`config.mk`:
```
export PLATFORM = sky130hd
export DESIGN_NAME = differential_drive_slew_watchdog
export DESIGN_NICKNAME = d
export VERILOG_FILES = /design/src/rtl/core/ddsw_pkg.sv /design/src/rtl/core/ddsw_cfg.sv /design/src/rtl/core/ddsw_mixer.sv /design/src/rtl/core/ddsw_slew.sv /design/src/rtl/core/ddsw_bridge.sv /design/src/rtl/core/differential_drive_slew_watchdog.sv
export SDC_FILE = /design/constraint.sdc
export NUM_CORES = 1
export LEC_CHECK = 0
export BUFFER_PORTS_ARGS = -buffer_cell sky130_fd_sc_hd__buf_2
export CORE_ASPECT_RATIO = 0.9
export CORE_UTILIZATION = 55
export CTS_BUF_LIST = sky130_fd_sc_hd__clkbuf_8 sky130_fd_sc_hd__clkbuf_16
export DETAILED_ROUTE_END_ITERATION = 6
export PLACE_DENSITY = 0.76
export RECOVER_POWER = 25
export SLEW_MARGIN = 20
export SYNTH_ARGS = -nofsm -noshare
export SYNTH_HDL_FRONTEND = slang
export SYNTH_SLANG_ARGS = --single-unit
```
`constraint.sdc`:
```
create_clock -name clk_i -period 14.3 [get_ports clk_i]
set_input_delay 2.86 -clock clk_i [delete_from_list [all_inputs] [get_ports clk_i]]
set_output_delay 2.86 -clock clk_i [all_outputs]
set_load 0.005 [all_outputs]
```
`src/rtl/core/ddsw_pkg.sv`:
```
// Shared types and constants for the differential drive slew watchdog.
// Holds the payload structs, command and register codes, and reset values.
// No dependencies.
package ddsw_pkg;

  localparam int unsigned LevelBitsDef = 16;
  localparam int unsigned CfgIdxW      = 3;
  localparam int unsigned CfgDataW     = 16;

  typedef enum logic [1:0] {
    CMD_DRIVE = 2'd0,
    CMD_STOP  = 2'd1,
    CMD_TICK  = 2'd2
  } cmd_e;

  typedef enum logic [CfgIdxW-1:0] {
    CFG_DUTY_FLOOR   = 3'd0,
    CFG_LEFT_INVERT  = 3'd1,
    CFG_RIGHT_INVERT = 3'd2,
    CFG_SLEW_STEP    = 3'd3,
    CFG_SLEW_PERIOD  = 3'd4,
    CFG_IDLE_LIMIT   = 3'd5
  } cfg_idx_e;

  localparam logic [7:0]  DutyFloorRst  = 8'd0;
  localparam logic [14:0] SlewStepRst   = 15'd1638;
  localparam logic [7:0]  SlewPeriodRst = 8'd20;
  localparam logic [15:0] IdleLimitRst  = 16'd500;

  typedef struct packed {
    logic [1:0]         cmd;
    logic signed [15:0] speed;
    logic signed [15:0] turn;
  } in_t;

  typedef struct packed {
    logic               left_fwd;
    logic               left_rev;
    logic [7:0]         left_duty;
    logic               right_fwd;
    logic               right_rev;
    logic [7:0]         right_duty;
    logic               is_driving;
    logic signed [15:0] echo_speed;
    logic signed [15:0] echo_turn;
  } out_t;

  typedef struct packed {
    logic [7:0]  duty_floor;
    logic        left_invert;
    logic        right_invert;
    logic [14:0] slew_step;
    logic [7:0]  slew_period;
    logic [15:0] idle_limit;
  } cfg_t;

  typedef struct packed {
    logic       fwd;
    logic       rev;
    logic [7:0] duty;
  } bridge_t;

endpackage

```
`src/rtl/core/ddsw_cfg.sv`:
```
// Configuration register file for the drive block.
// Depends on ddsw_pkg for the register codes, reset values and cfg_t.
module ddsw_cfg (
  input  logic                              clk_i,
  input  logic                              rst_ni,
  input  logic                              cfg_we_i,
  input  logic [ddsw_pkg::CfgIdxW-1:0]      cfg_idx_i,
  input  logic [ddsw_pkg::CfgDataW-1:0]     cfg_data_i,
  output ddsw_pkg::cfg_t                    cfg_o
);

  ddsw_pkg::cfg_t cfg_q, cfg_d;

  always_comb begin
    cfg_d = cfg_q;
    if (cfg_we_i) begin
      case (cfg_idx_i)
        ddsw_pkg::CFG_DUTY_FLOOR:   cfg_d.duty_floor   = cfg_data_i[7:0];
        ddsw_pkg::CFG_LEFT_INVERT:  cfg_d.left_invert  = cfg_data_i[0];
        ddsw_pkg::CFG_RIGHT_INVERT: cfg_d.right_invert = cfg_data_i[0];
        ddsw_pkg::CFG_SLEW_STEP:    cfg_d.slew_step    = cfg_data_i[14:0];
        ddsw_pkg::CFG_SLEW_PERIOD:  cfg_d.slew_period  = cfg_data_i[7:0];
        ddsw_pkg::CFG_IDLE_LIMIT:   cfg_d.idle_limit   = cfg_data_i[15:0];
        default: ;
      endcase
    end
  end

  always_ff @(posedge clk_i or negedge rst_ni) begin
    if (!rst_ni) begin
      cfg_q.duty_floor   <= ddsw_pkg::DutyFloorRst;
      cfg_q.left_invert  <= 1'b0;
      cfg_q.right_invert <= 1'b0;
      cfg_q.slew_step    <= ddsw_pkg::SlewStepRst;
      cfg_q.slew_period  <= ddsw_pkg::SlewPeriodRst;
      cfg_q.idle_limit   <= ddsw_pkg::IdleLimitRst;
    end else begin
      cfg_q <= cfg_d;
    end
  end

  assign cfg_o = cfg_q;

endmodule

```
`src/rtl/core/ddsw_mixer.sv`:
```
// Drive command mixer: clamps speed and turn, forms left and right targets.
// Depends on ddsw_pkg only through the caller; pure combinational logic.
module ddsw_mixer #(
  parameter int unsigned LEVEL_BITS = 16
) (
  input  logic signed [15:0]           speed_i,
  input  logic signed [15:0]           turn_i,
  input  logic                         left_invert_i,
  input  logic                         right_invert_i,
  output logic signed [LEVEL_BITS-1:0] held_speed_o,
  output logic signed [LEVEL_BITS-1:0] held_turn_o,
  output logic signed [LEVEL_BITS-1:0] target_left_o,
  output logic signed [LEVEL_BITS-1:0] target_right_o
);

  localparam int unsigned CW = ((LEVEL_BITS > 16) ? LEVEL_BITS : 16) + 2;
  localparam logic signed [CW-1:0] FullC = CW'((1 << (LEVEL_BITS - 1)) - 1);

  function automatic logic signed [CW-1:0] clamp_full(input logic signed [CW-1:0] x);
    logic signed [CW-1:0] r;
    if (x > FullC) begin
      r = FullC;
    end else if (x < -FullC) begin
      r = -FullC;
    end else begin
      r = x;
    end
    return r;
  endfunction

  logic signed [CW-1:0] sv, tv, lm, rm;

  assign sv = clamp_full(CW'(speed_i));
  assign tv = clamp_full(CW'(turn_i));
  assign lm = clamp_full(sv - tv);
  assign rm = clamp_full(sv + tv);

  assign held_speed_o   = LEVEL_BITS'(sv);
  assign held_turn_o    = LEVEL_BITS'(tv);
  assign target_left_o  = LEVEL_BITS'(left_invert_i ? -lm : lm);
  assign target_right_o = LEVEL_BITS'(right_invert_i ? -rm : rm);

endmodule

```
`src/rtl/core/ddsw_slew.sv`:
```
// Slew limiter for one side: moves a level toward its target by at most a step.
// Combinational; no package dependency.
module ddsw_slew #(
  parameter int unsigned LEVEL_BITS = 16
) (
  input  logic signed [LEVEL_BITS-1:0] level_i,
  input  logic signed [LEVEL_BITS-1:0] target_i,
  input  logic [14:0]                  step_i,
  output logic signed [LEVEL_BITS-1:0] level_o
);

  localparam int unsigned SW = ((LEVEL_BITS > 15) ? LEVEL_BITS : 15) + 2;

  logic signed [SW-1:0] diff, lim, dc;

  assign diff = SW'(target_i) - SW'(level_i);
  assign lim  = SW'({1'b0, step_i});

  always_comb begin
    if (diff > lim) begin
      dc = lim;
    end else if (diff < -lim) begin
      dc = -lim;
    end else begin
      dc = diff;
    end
  end

  assign level_o = LEVEL_BITS'(SW'(level_i) + dc);

endmodule

```
`src/rtl/core/ddsw_bridge.sv`:
```
// H-bridge pin and duty encoder for one side, with deadband and minimum duty.
// Depends on ddsw_pkg for bridge_t.
module ddsw_bridge #(
  parameter int unsigned LEVEL_BITS = 16
) (
  input  logic signed [LEVEL_BITS-1:0] level_i,
  input  logic [7:0]                   duty_floor_i,
  output ddsw_pkg::bridge_t            bridge_o
);

  localparam int unsigned MW = LEVEL_BITS - 1;
  localparam int unsigned AW = LEVEL_BITS + 5;
  localparam int unsigned PW = LEVEL_BITS + 7;
  localparam logic [AW-1:0] FullA = AW'((1 << (LEVEL_BITS - 1)) - 1);

  logic signed [LEVEL_BITS-1:0] neg;
  logic [MW-1:0]                mag;
  logic [AW-1:0]                mag20;
  logic                         dead;
  logic [7:0]                   span;
  logic [PW-1:0]                prod;
  logic [8:0]                   sum;

  assign neg   = -level_i;
  assign mag   = MW'(level_i[LEVEL_BITS-1] ? neg : level_i);
  assign mag20 = AW'({mag, 4'b0}) + AW'({mag, 2'b0});
  assign dead  = mag20 < FullA;
  assign span  = 8'hFF - duty_floor_i;
  assign prod  = PW'(mag) * PW'(span);
  assign sum   = {1'b0, duty_floor_i} + {1'b0, prod[PW-1:MW]};

  assign bridge_o.fwd  = !dead && !level_i[LEVEL_BITS-1];
  assign bridge_o.rev  = !dead && level_i[LEVEL_BITS-1];
  assign bridge_o.duty = dead ? 8'd0 : (sum[8] ? 8'hFF : sum[7:0]);

endmodule

```
`src/rtl/core/differential_drive_slew_watchdog.sv`:
```
// Top level of the differential drive mixer with slew limiter and watchdog.
// Depends on ddsw_pkg, ddsw_cfg, ddsw_mixer, ddsw_slew and ddsw_bridge.
//
// Input channel in_valid_i/in_stall_o carries one command per transfer:
// drive (speed, turn), stop, or a one millisecond tick. Every transfer
// yields exactly one result on out_valid_o/out_stall_i with the bridge pins,
// 8-bit duties, driving flag and the held speed and turn after the update.
// The command is captured in an input register; when it fires, the drive state
// is updated and the result register loaded. Throughput is one command per
// cycle unless the receiver stalls; the single state update per cycle sets
// that figure. While the receiver stalls, the result register holds,
// one more command may wait in the input register, and in_stall_o rises
// only when both are full. The configuration port writes one register per
// cycle with cfg_we_i; write it only while no transfer is in flight.
// Reset restores the register defaults, clears levels, targets, watchdog
// count and slew phase, and empties both registers of the pipeline.
module differential_drive_slew_watchdog #(
  parameter int unsigned LEVEL_BITS = ddsw_pkg::LevelBitsDef
) (
  input  logic                          clk_i,
  input  logic                          rst_ni,
  input  logic                          cfg_we_i,
  input  logic [ddsw_pkg::CfgIdxW-1:0]  cfg_idx_i,
  input  logic [ddsw_pkg::CfgDataW-1:0] cfg_data_i,
  input  logic                          in_valid_i,
  output logic                          in_stall_o,
  input  ddsw_pkg::in_t                 in_data_i,
  output logic                          out_valid_o,
  input  logic                          out_stall_i,
  output ddsw_pkg::out_t                out_data_o
);

  localparam logic signed [LEVEL_BITS-1:0] FullL = LEVEL_BITS'((1 << (LEVEL_BITS - 1)) - 1);

  ddsw_pkg::cfg_t cfg;
  ddsw_pkg::in_t  in_q;
  ddsw_pkg::out_t out_q, out_d;
  logic           in_valid_q, out_valid_q;
  logic           advance, fire, load_in;

  logic signed [LEVEL_BITS-1:0] held_speed_q, held_speed_d, held_turn_q, held_turn_d;
  logic signed [LEVEL_BITS-1:0] target_left_q, target_left_d;
  logic signed [LEVEL_BITS-1:0] target_right_q, target_right_d;
  logic signed [LEVEL_BITS-1:0] level_left_q, level_left_d;
  logic signed [LEVEL_BITS-1:0] level_right_q, level_right_d;
  logic                         active_q, active_d;
  logic [15:0]                  idle_q, idle_d;
  logic [7:0]                   phase_q, phase_d;

  logic signed [LEVEL_BITS-1:0] mix_speed, mix_turn, mix_left, mix_right;
  logic signed [LEVEL_BITS-1:0] slew_left, slew_right;
  logic                         step_now;
  ddsw_pkg::bridge_t            br_left, br_right;

  ddsw_cfg u_cfg (
    .clk_i      (clk_i),
    .rst_ni     (rst_ni),
    .cfg_we_i   (cfg_we_i),
    .cfg_idx_i  (cfg_idx_i),
    .cfg_data_i (cfg_data_i),
    .cfg_o      (cfg)
  );

  assign advance    = !out_valid_q || !out_stall_i;
  assign fire       = in_valid_q && advance;
  assign in_stall_o = in_valid_q && !advance;
  assign load_in    = in_valid_i && !in_stall_o;

  always_ff @(posedge clk_i or negedge rst_ni) begin
    if (!rst_ni) begin
      in_valid_q  <= 1'b0;
      out_valid_q <= 1'b0;
    end else begin
      in_valid_q  <= load_in || (in_valid_q && !advance);
      out_valid_q <= fire || (out_valid_q && out_stall_i);
    end
  end

  always_ff @(posedge clk_i) begin
    if (load_in) begin
      in_q <= in_data_i;
    end
    if (fire) begin
      out_q <= out_d;
    end
  end

  ddsw_mixer #(.LEVEL_BITS(LEVEL_BITS)) u_mixer (
    .speed_i        (in_q.speed),
    .turn_i         (in_q.turn),
    .left_invert_i  (cfg.left_invert),
    .right_invert_i (cfg.right_invert),
    .held_speed_o   (mix_speed),
    .held_turn_o    (mix_turn),
    .target_left_o  (mix_left),
    .target_right_o (mix_right)
  );

  ddsw_slew #(.LEVEL_BITS(LEVEL_BITS)) u_slew_left (
    .level_i  (level_left_q),
    .target_i (target_left_q),
    .step_i   (cfg.slew_step),
    .level_o  (slew_left)
  );

  ddsw_slew #(.LEVEL_BITS(LEVEL_BITS)) u_slew_right (
    .level_i  (level_right_q),
    .target_i (target_right_q),
    .step_i   (cfg.slew_step),
    .level_o  (slew_right)
  );

  assign step_now = ({1'b0, phase_q} + 9'd1) >= {1'b0, cfg.slew_period};

  always_comb begin
    held_speed_d   = held_speed_q;
    held_turn_d    = held_turn_q;
    target_left_d  = target_left_q;
    target_right_d = target_right_q;
    level_left_d   = level_left_q;
    level_right_d  = level_right_q;
    active_d       = active_q;
    idle_d         = idle_q;
    phase_d        = phase_q;
    case (in_q.cmd)
      ddsw_pkg::CMD_DRIVE: begin
        held_speed_d   = mix_speed;
        held_turn_d    = mix_turn;
        target_left_d  = mix_left;
        target_right_d = mix_right;
        active_d       = 1'b1;
        idle_d         = '0;
      end
      ddsw_pkg::CMD_STOP: begin
        held_speed_d   = '0;
        held_turn_d    = '0;
        target_left_d  = '0;
        target_right_d = '0;
        level_left_d   = '0;
        level_right_d  = '0;
        active_d       = 1'b0;
      end
      ddsw_pkg::CMD_TICK: begin
        if (step_now) begin
          phase_d       = '0;
          level_left_d  = slew_left;
          level_right_d = slew_right;
        end else begin
          phase_d = phase_q + 8'd1;
        end
        if (idle_q != 16'hFFFF) begin
          idle_d = idle_q + 16'd1;
        end
        if (active_q && (idle_d > cfg.idle_limit)) begin
          held_speed_d   = '0;
          held_turn_d    = '0;
          target_left_d  = '0;
          target_right_d = '0;
          level_left_d   = '0;
          level_right_d  = '0;
          active_d       = 1'b0;
        end
      end
      default: ;
    endcase
  end

  always_ff @(posedge clk_i or negedge rst_ni) begin
    if (!rst_ni) begin
      held_speed_q   <= '0;
      held_turn_q    <= '0;
      target_left_q  <= '0;
      target_right_q <= '0;
      level_left_q   <= '0;
      level_right_q  <= '0;
      active_q       <= 1'b0;
      idle_q         <= '0;
      phase_q        <= '0;
    end else if (fire) begin
      held_speed_q   <= held_speed_d;
      held_turn_q    <= held_turn_d;
      target_left_q  <= target_left_d;
      target_right_q <= target_right_d;
      level_left_q   <= level_left_d;
      level_right_q  <= level_right_d;
      active_q       <= active_d;
      idle_q         <= idle_d;
      phase_q        <= phase_d;
    end
  end

  ddsw_bridge #(.LEVEL_BITS(LEVEL_BITS)) u_bridge_left (
    .level_i      (level_left_d),
    .duty_floor_i (cfg.duty_floor),
    .bridge_o     (br_left)
  );

  ddsw_bridge #(.LEVEL_BITS(LEVEL_BITS)) u_bridge_right (
    .level_i      (level_right_d),
    .duty_floor_i (cfg.duty_floor),
    .bridge_o     (br_right)
  );

  always_comb begin
    out_d.left_fwd   = br_left.fwd;
    out_d.left_rev   = br_left.rev;
    out_d.left_duty  = br_left.duty;
    out_d.right_fwd  = br_right.fwd;
    out_d.right_rev  = br_right.rev;
    out_d.right_duty = br_right.duty;
    out_d.is_driving = active_d;
    out_d.echo_speed = 16'(held_speed_d);
    out_d.echo_turn  = 16'(held_turn_d);
  end

  assign out_valid_o = out_valid_q;
  assign out_data_o  = out_q;

  a_idle_held_zero : assert property (@(posedge clk_i) disable iff (!rst_ni)
    !active_q |-> (held_speed_q == '0) && (held_turn_q == '0))
    else $error("held command nonzero while not driving");

  a_level_range : assert property (@(posedge clk_i) disable iff (!rst_ni)
    (level_left_q <= FullL) && (level_left_q >= -FullL) &&
    (level_right_q <= FullL) && (level_right_q >= -FullL))
    else $error("level outside full scale");

  a_stop_clears : assert property (@(posedge clk_i) disable iff (!rst_ni)
    fire && (in_q.cmd == ddsw_pkg::CMD_STOP) |=>
      (level_left_q == '0) && (level_right_q == '0) && !active_q)
    else $error("stop did not clear the drive");

  a_pins_exclusive : assert property (@(posedge clk_i) disable iff (!rst_ni)
    out_valid_q |-> !(out_q.left_fwd && out_q.left_rev) &&
      !(out_q.right_fwd && out_q.right_rev))
    else $error("bridge pins both high");

endmodule
```
==> results.sh <==
export IMPL_status="finished, violations left"
export IMPL_violations="max-capacitance violations, max-slew violations"
export IMPL_drive_gt1_share_pct=11.9
export IMPL_hold_class="reg -> reg"
export IMPL_combPwrFrac_pct=69.2
export IMPL_wl_met1_um=35300
export IMPL_cp_required_ps=14720
export IMPL_dr_pass1_iters=5
export IMPL_cts_buffers=29
export IMPL_htree_levels=1
export IMPL_critPathMaxFanout=13
export IMPL_synthCells=3318
export IMPL_clk_path_buf_depth=3
export IMPL_fin_crit_ps=13590
export IMPL_crit_path_max_incr_delay_ps=550
export IMPL_syn_area_um2=28700
export IMPL_synth_xor_area_share_pct=5.12
export IMPL_path_class="reg -> reg"
export IMPL_yosys_area_top_type="dfrtp_1"
export IMPL_finalMaxSlewViolations=109
export IMPL_cts_tree="yes"
export IMPL_hpwl_um=59200
export IMPL_vias_per_cell=5.99
export IMPL_setup_viol=0
export IMPL_setup_ws_ps=707
export IMPL_synth_top_area_share_pct=13.8
export IMPL_grt_overflow=0
export IMPL_worstSetupEndpointType="register"
export IMPL_die_w_um=243
export IMPL_synth_top_family_by_area="adder cells"
export IMPL_power_density_nw_per_um2=189
export IMPL_filler_cell_count=4568
export IMPL_max_vdd_ir_drop_mv=0.130
export IMPL_place_congestion=0.967
export IMPL_switchingPower_mw=2.92
export IMPL_preCtsSetupSlack_ps=5.86
export IMPL_initial_core_util_pct=55.7
export IMPL_worst_pin_slew_ps=6180
export IMPL_area_delta_synth_final_pct=9.06
export IMPL_crit_slowest_cell="fa_1"
export IMPL_ant_nets=0
export IMPL_yosysMostFrequentCell="inv_1"
export IMPL_port_buffers=112
export IMPL_synth_compound_area_share_pct=19.4
export IMPL_drc_errors=0
export IMPL_grt_usage_pct=29.3
export IMPL_antenna_found_initial=0
export IMPL_first_iter_violations=2266
export IMPL_core_area_um2=51600
export IMPL_finalClockSkew_ps=25.5
export IMPL_synth_mux_area_share_pct=2.76
export IMPL_die_h_um=219
export IMPL_ys_seq_area_share_pct=24.1
export IMPL_synth_seq_cells=259
export IMPL_hold_buffers=0
export IMPL_wl_um=77100
export IMPL_fmax_mhz=73.6
export IMPL_synth_edf_count=87
export IMPL_nets=3932
export IMPL_clock_sinks=259
export IMPL_vias=24600
export IMPL_antenna_cells=0
export IMPL_startpoint_type="register"
export IMPL_rows=79
export IMPL_synth_simple_area_share_pct=16.9
export IMPL_yosysWarnings=0
export IMPL_report_final_hold_viol_count=0
export IMPL_ys_flop_type="dfrtp_1"
export IMPL_boundaryPins=113
export IMPL_synth_nets=3852
export IMPL_die_area_um2=53100
export IMPL_avgSynthCellArea_um2=8.66
export IMPL_grt_pass1_vias=24000
export IMPL_highest_layer="met4"
export IMPL_crit_arrival_ps=14020
export IMPL_clk_pin_slew_ps=60
export IMPL_clockRootBuffer="clkbuf_16"
export IMPL_grt_pass1_wl_um=126000
export IMPL_sw_frac_of_total_pct=49.3
export IMPL_synthTopCellsByCount="inv_1 (376), nor2_1 (316), ha_1 (314)"
export IMPL_synthAdderAreaFrac_pct=25.0
export IMPL_max_cap_violations=1
export IMPL_clk_latency_ps=600
export IMPL_p_int_mw=3.00
export IMPL_ys_types=116
export IMPL_p_clk_share_pct=13.6
export IMPL_hold_worst_slack_ps=486
export IMPL_yosys_top_cells_area="dfrtp_1 (14%), ha_1 (14%), fa_1 (11%)"
export IMPL_post_route_period_util_pct=95.1
export IMPL_maxSlewHeadroom_pct=-312
export IMPL_wl_per_cell_um=18.8
export IMPL_wl_met3_um=6270
export IMPL_grt_max_degree=109
export IMPL_async_flop_share_pct=66.4
export IMPL_p_leak_nw=15.4
export IMPL_seq_power_share_pct=17.2
export IMPL_met2WireLength_um=33500
-- through the flow --
stage	cells	instance area [µm²]	util [%]	setup TNS, ps	power (mW)
after floorplan	3318	28700	-	0	3.99
after global placement	4051	30100	58.3	0	4.88
after detailed placement	4051	30100	58.3	0	4.95
after CTS	4105	31100	60.3	0	5.78
after global routing	4109	31300	60.7	-596	6.44
final	4109	31300	60.7	0	5.92
-- state kept, by name, indices dropped and copies added, names as in the netlist --
register / cells
out_data_o: 53
u_cfg.cfg_o: 49
in_q: 34
held_speed_q: 16
held_turn_q: 16
idle_q: 16
level_left_q: 16
level_right_q: 16
target_left_q: 16
target_right_q: 16
phase_q: 8
active_q: 1
in_valid_q: 1
out_valid_o: 1
-- logic make-up after synthesis --
| logic type | count (synthesis) |
|---|---|
| xor+xnor | 167 |
| simple gates | 1006 |
| buf+inv | 500 |
| fa+ha+maj | 476 |
| mux | 73 |
| flops | 259 |
| compound gates | 837 |
-- cells in the final DEF, fill, tap and decap left out, types with 30 or more instances in the layout --
cell,Yosys,final
clkbuf_16,0,30
edfxtp_1,87,87
ha_1,314,312
o21ai_0,220,214
xnor2_1,112,103
fa_1,162,162
inv_1,376,381
nor3_1,53,51
a22oi_1,34,33
nor2_1,316,316
o21a_1,32,31
dfrtp_1,158,156
nand2_1,265,265
xor2_1,54,51
or2_2,47,47
buf_4,2,57
nand3_1,53,53
nor2b_1,43,42
nand4_1,32,32
a21o_1,67,67
buf_2,8,110
nand2b_1,82,81
a22o_1,49,49
a21oi_1,188,185
mux2_2,47,47
-- path summary, 6_finish.rpt --
check,endpoint,slack [ps],depth (start not counted),startpoint
worst min-delay path,held_speed_q[15],490,2,held_speed_q[15]
worst max register to register,out_data_o[39],710,60,level_right_q[5]
min in group asynchronous,idle_q[3],4560,1,rst_ni
worst min register to register,held_speed_q[15],490,2,held_speed_q[15]
worst max-delay path,out_data_o[39],710,60,level_right_q[5]
max in group asynchronous,target_right_q[5],6250,1,rst_ni
-- critical path: cells and delay by family, from the launching register on --
| family | cells | cell delay [ps] |
|---|---|---|
| AO/OA/AOI/OAI | 22 | 4380 |
| adder cells (fa/ha/maj) | 10 | 3790 |
| AND/OR/NAND/NOR | 18 | 3480 |
| buffers and inverters | 6 | 570 |
| XOR/XNOR | 3 | 520 |
| flip-flops | 1 | 410 |
| multiplexers | 1 | 250 |
-- power groups by stage --
stage               combinational [mW]  clock, mW  sequential (mW)
floorplan                         3.00          0            0.990
global placement                  3.86          0             1.03
detailed placement                3.92          0             1.03
CTS                               3.95      0.817             1.02
global route                      4.56      0.848             1.03
finish                            4.10      0.803             1.02
-- repair_timing --
item,in CTS,in global routing
pin swaps,0,3
gates resized for setup,2,43
gates cloned,0,1
setup endpoints to repair,7,16
buffers inserted,0,3
-- area by class of cell --
cell class	count	area, µm²	share of cell area, %
Timing Repair Buffer	170	997	3.18
Clock buffer	31	764	2.44
Inverter	378	1420	4.53
Multi-Input combinational cell	2560	20100	64.1
Clock inverter	23	256	0.819
Tap cell	688	861	2.75
Sequential cell	259	6940	22.1
-- metal layers --
metal | vias up | GRT usage [%]
met5 | - | 0
met4 | 0 | 7.59
met3 | 123 | 4.67
met2 | 948 | 45.1
met1 | 11900 | 42.8
li1 | 11700 | -
Power figures use the tool's default switching activity.
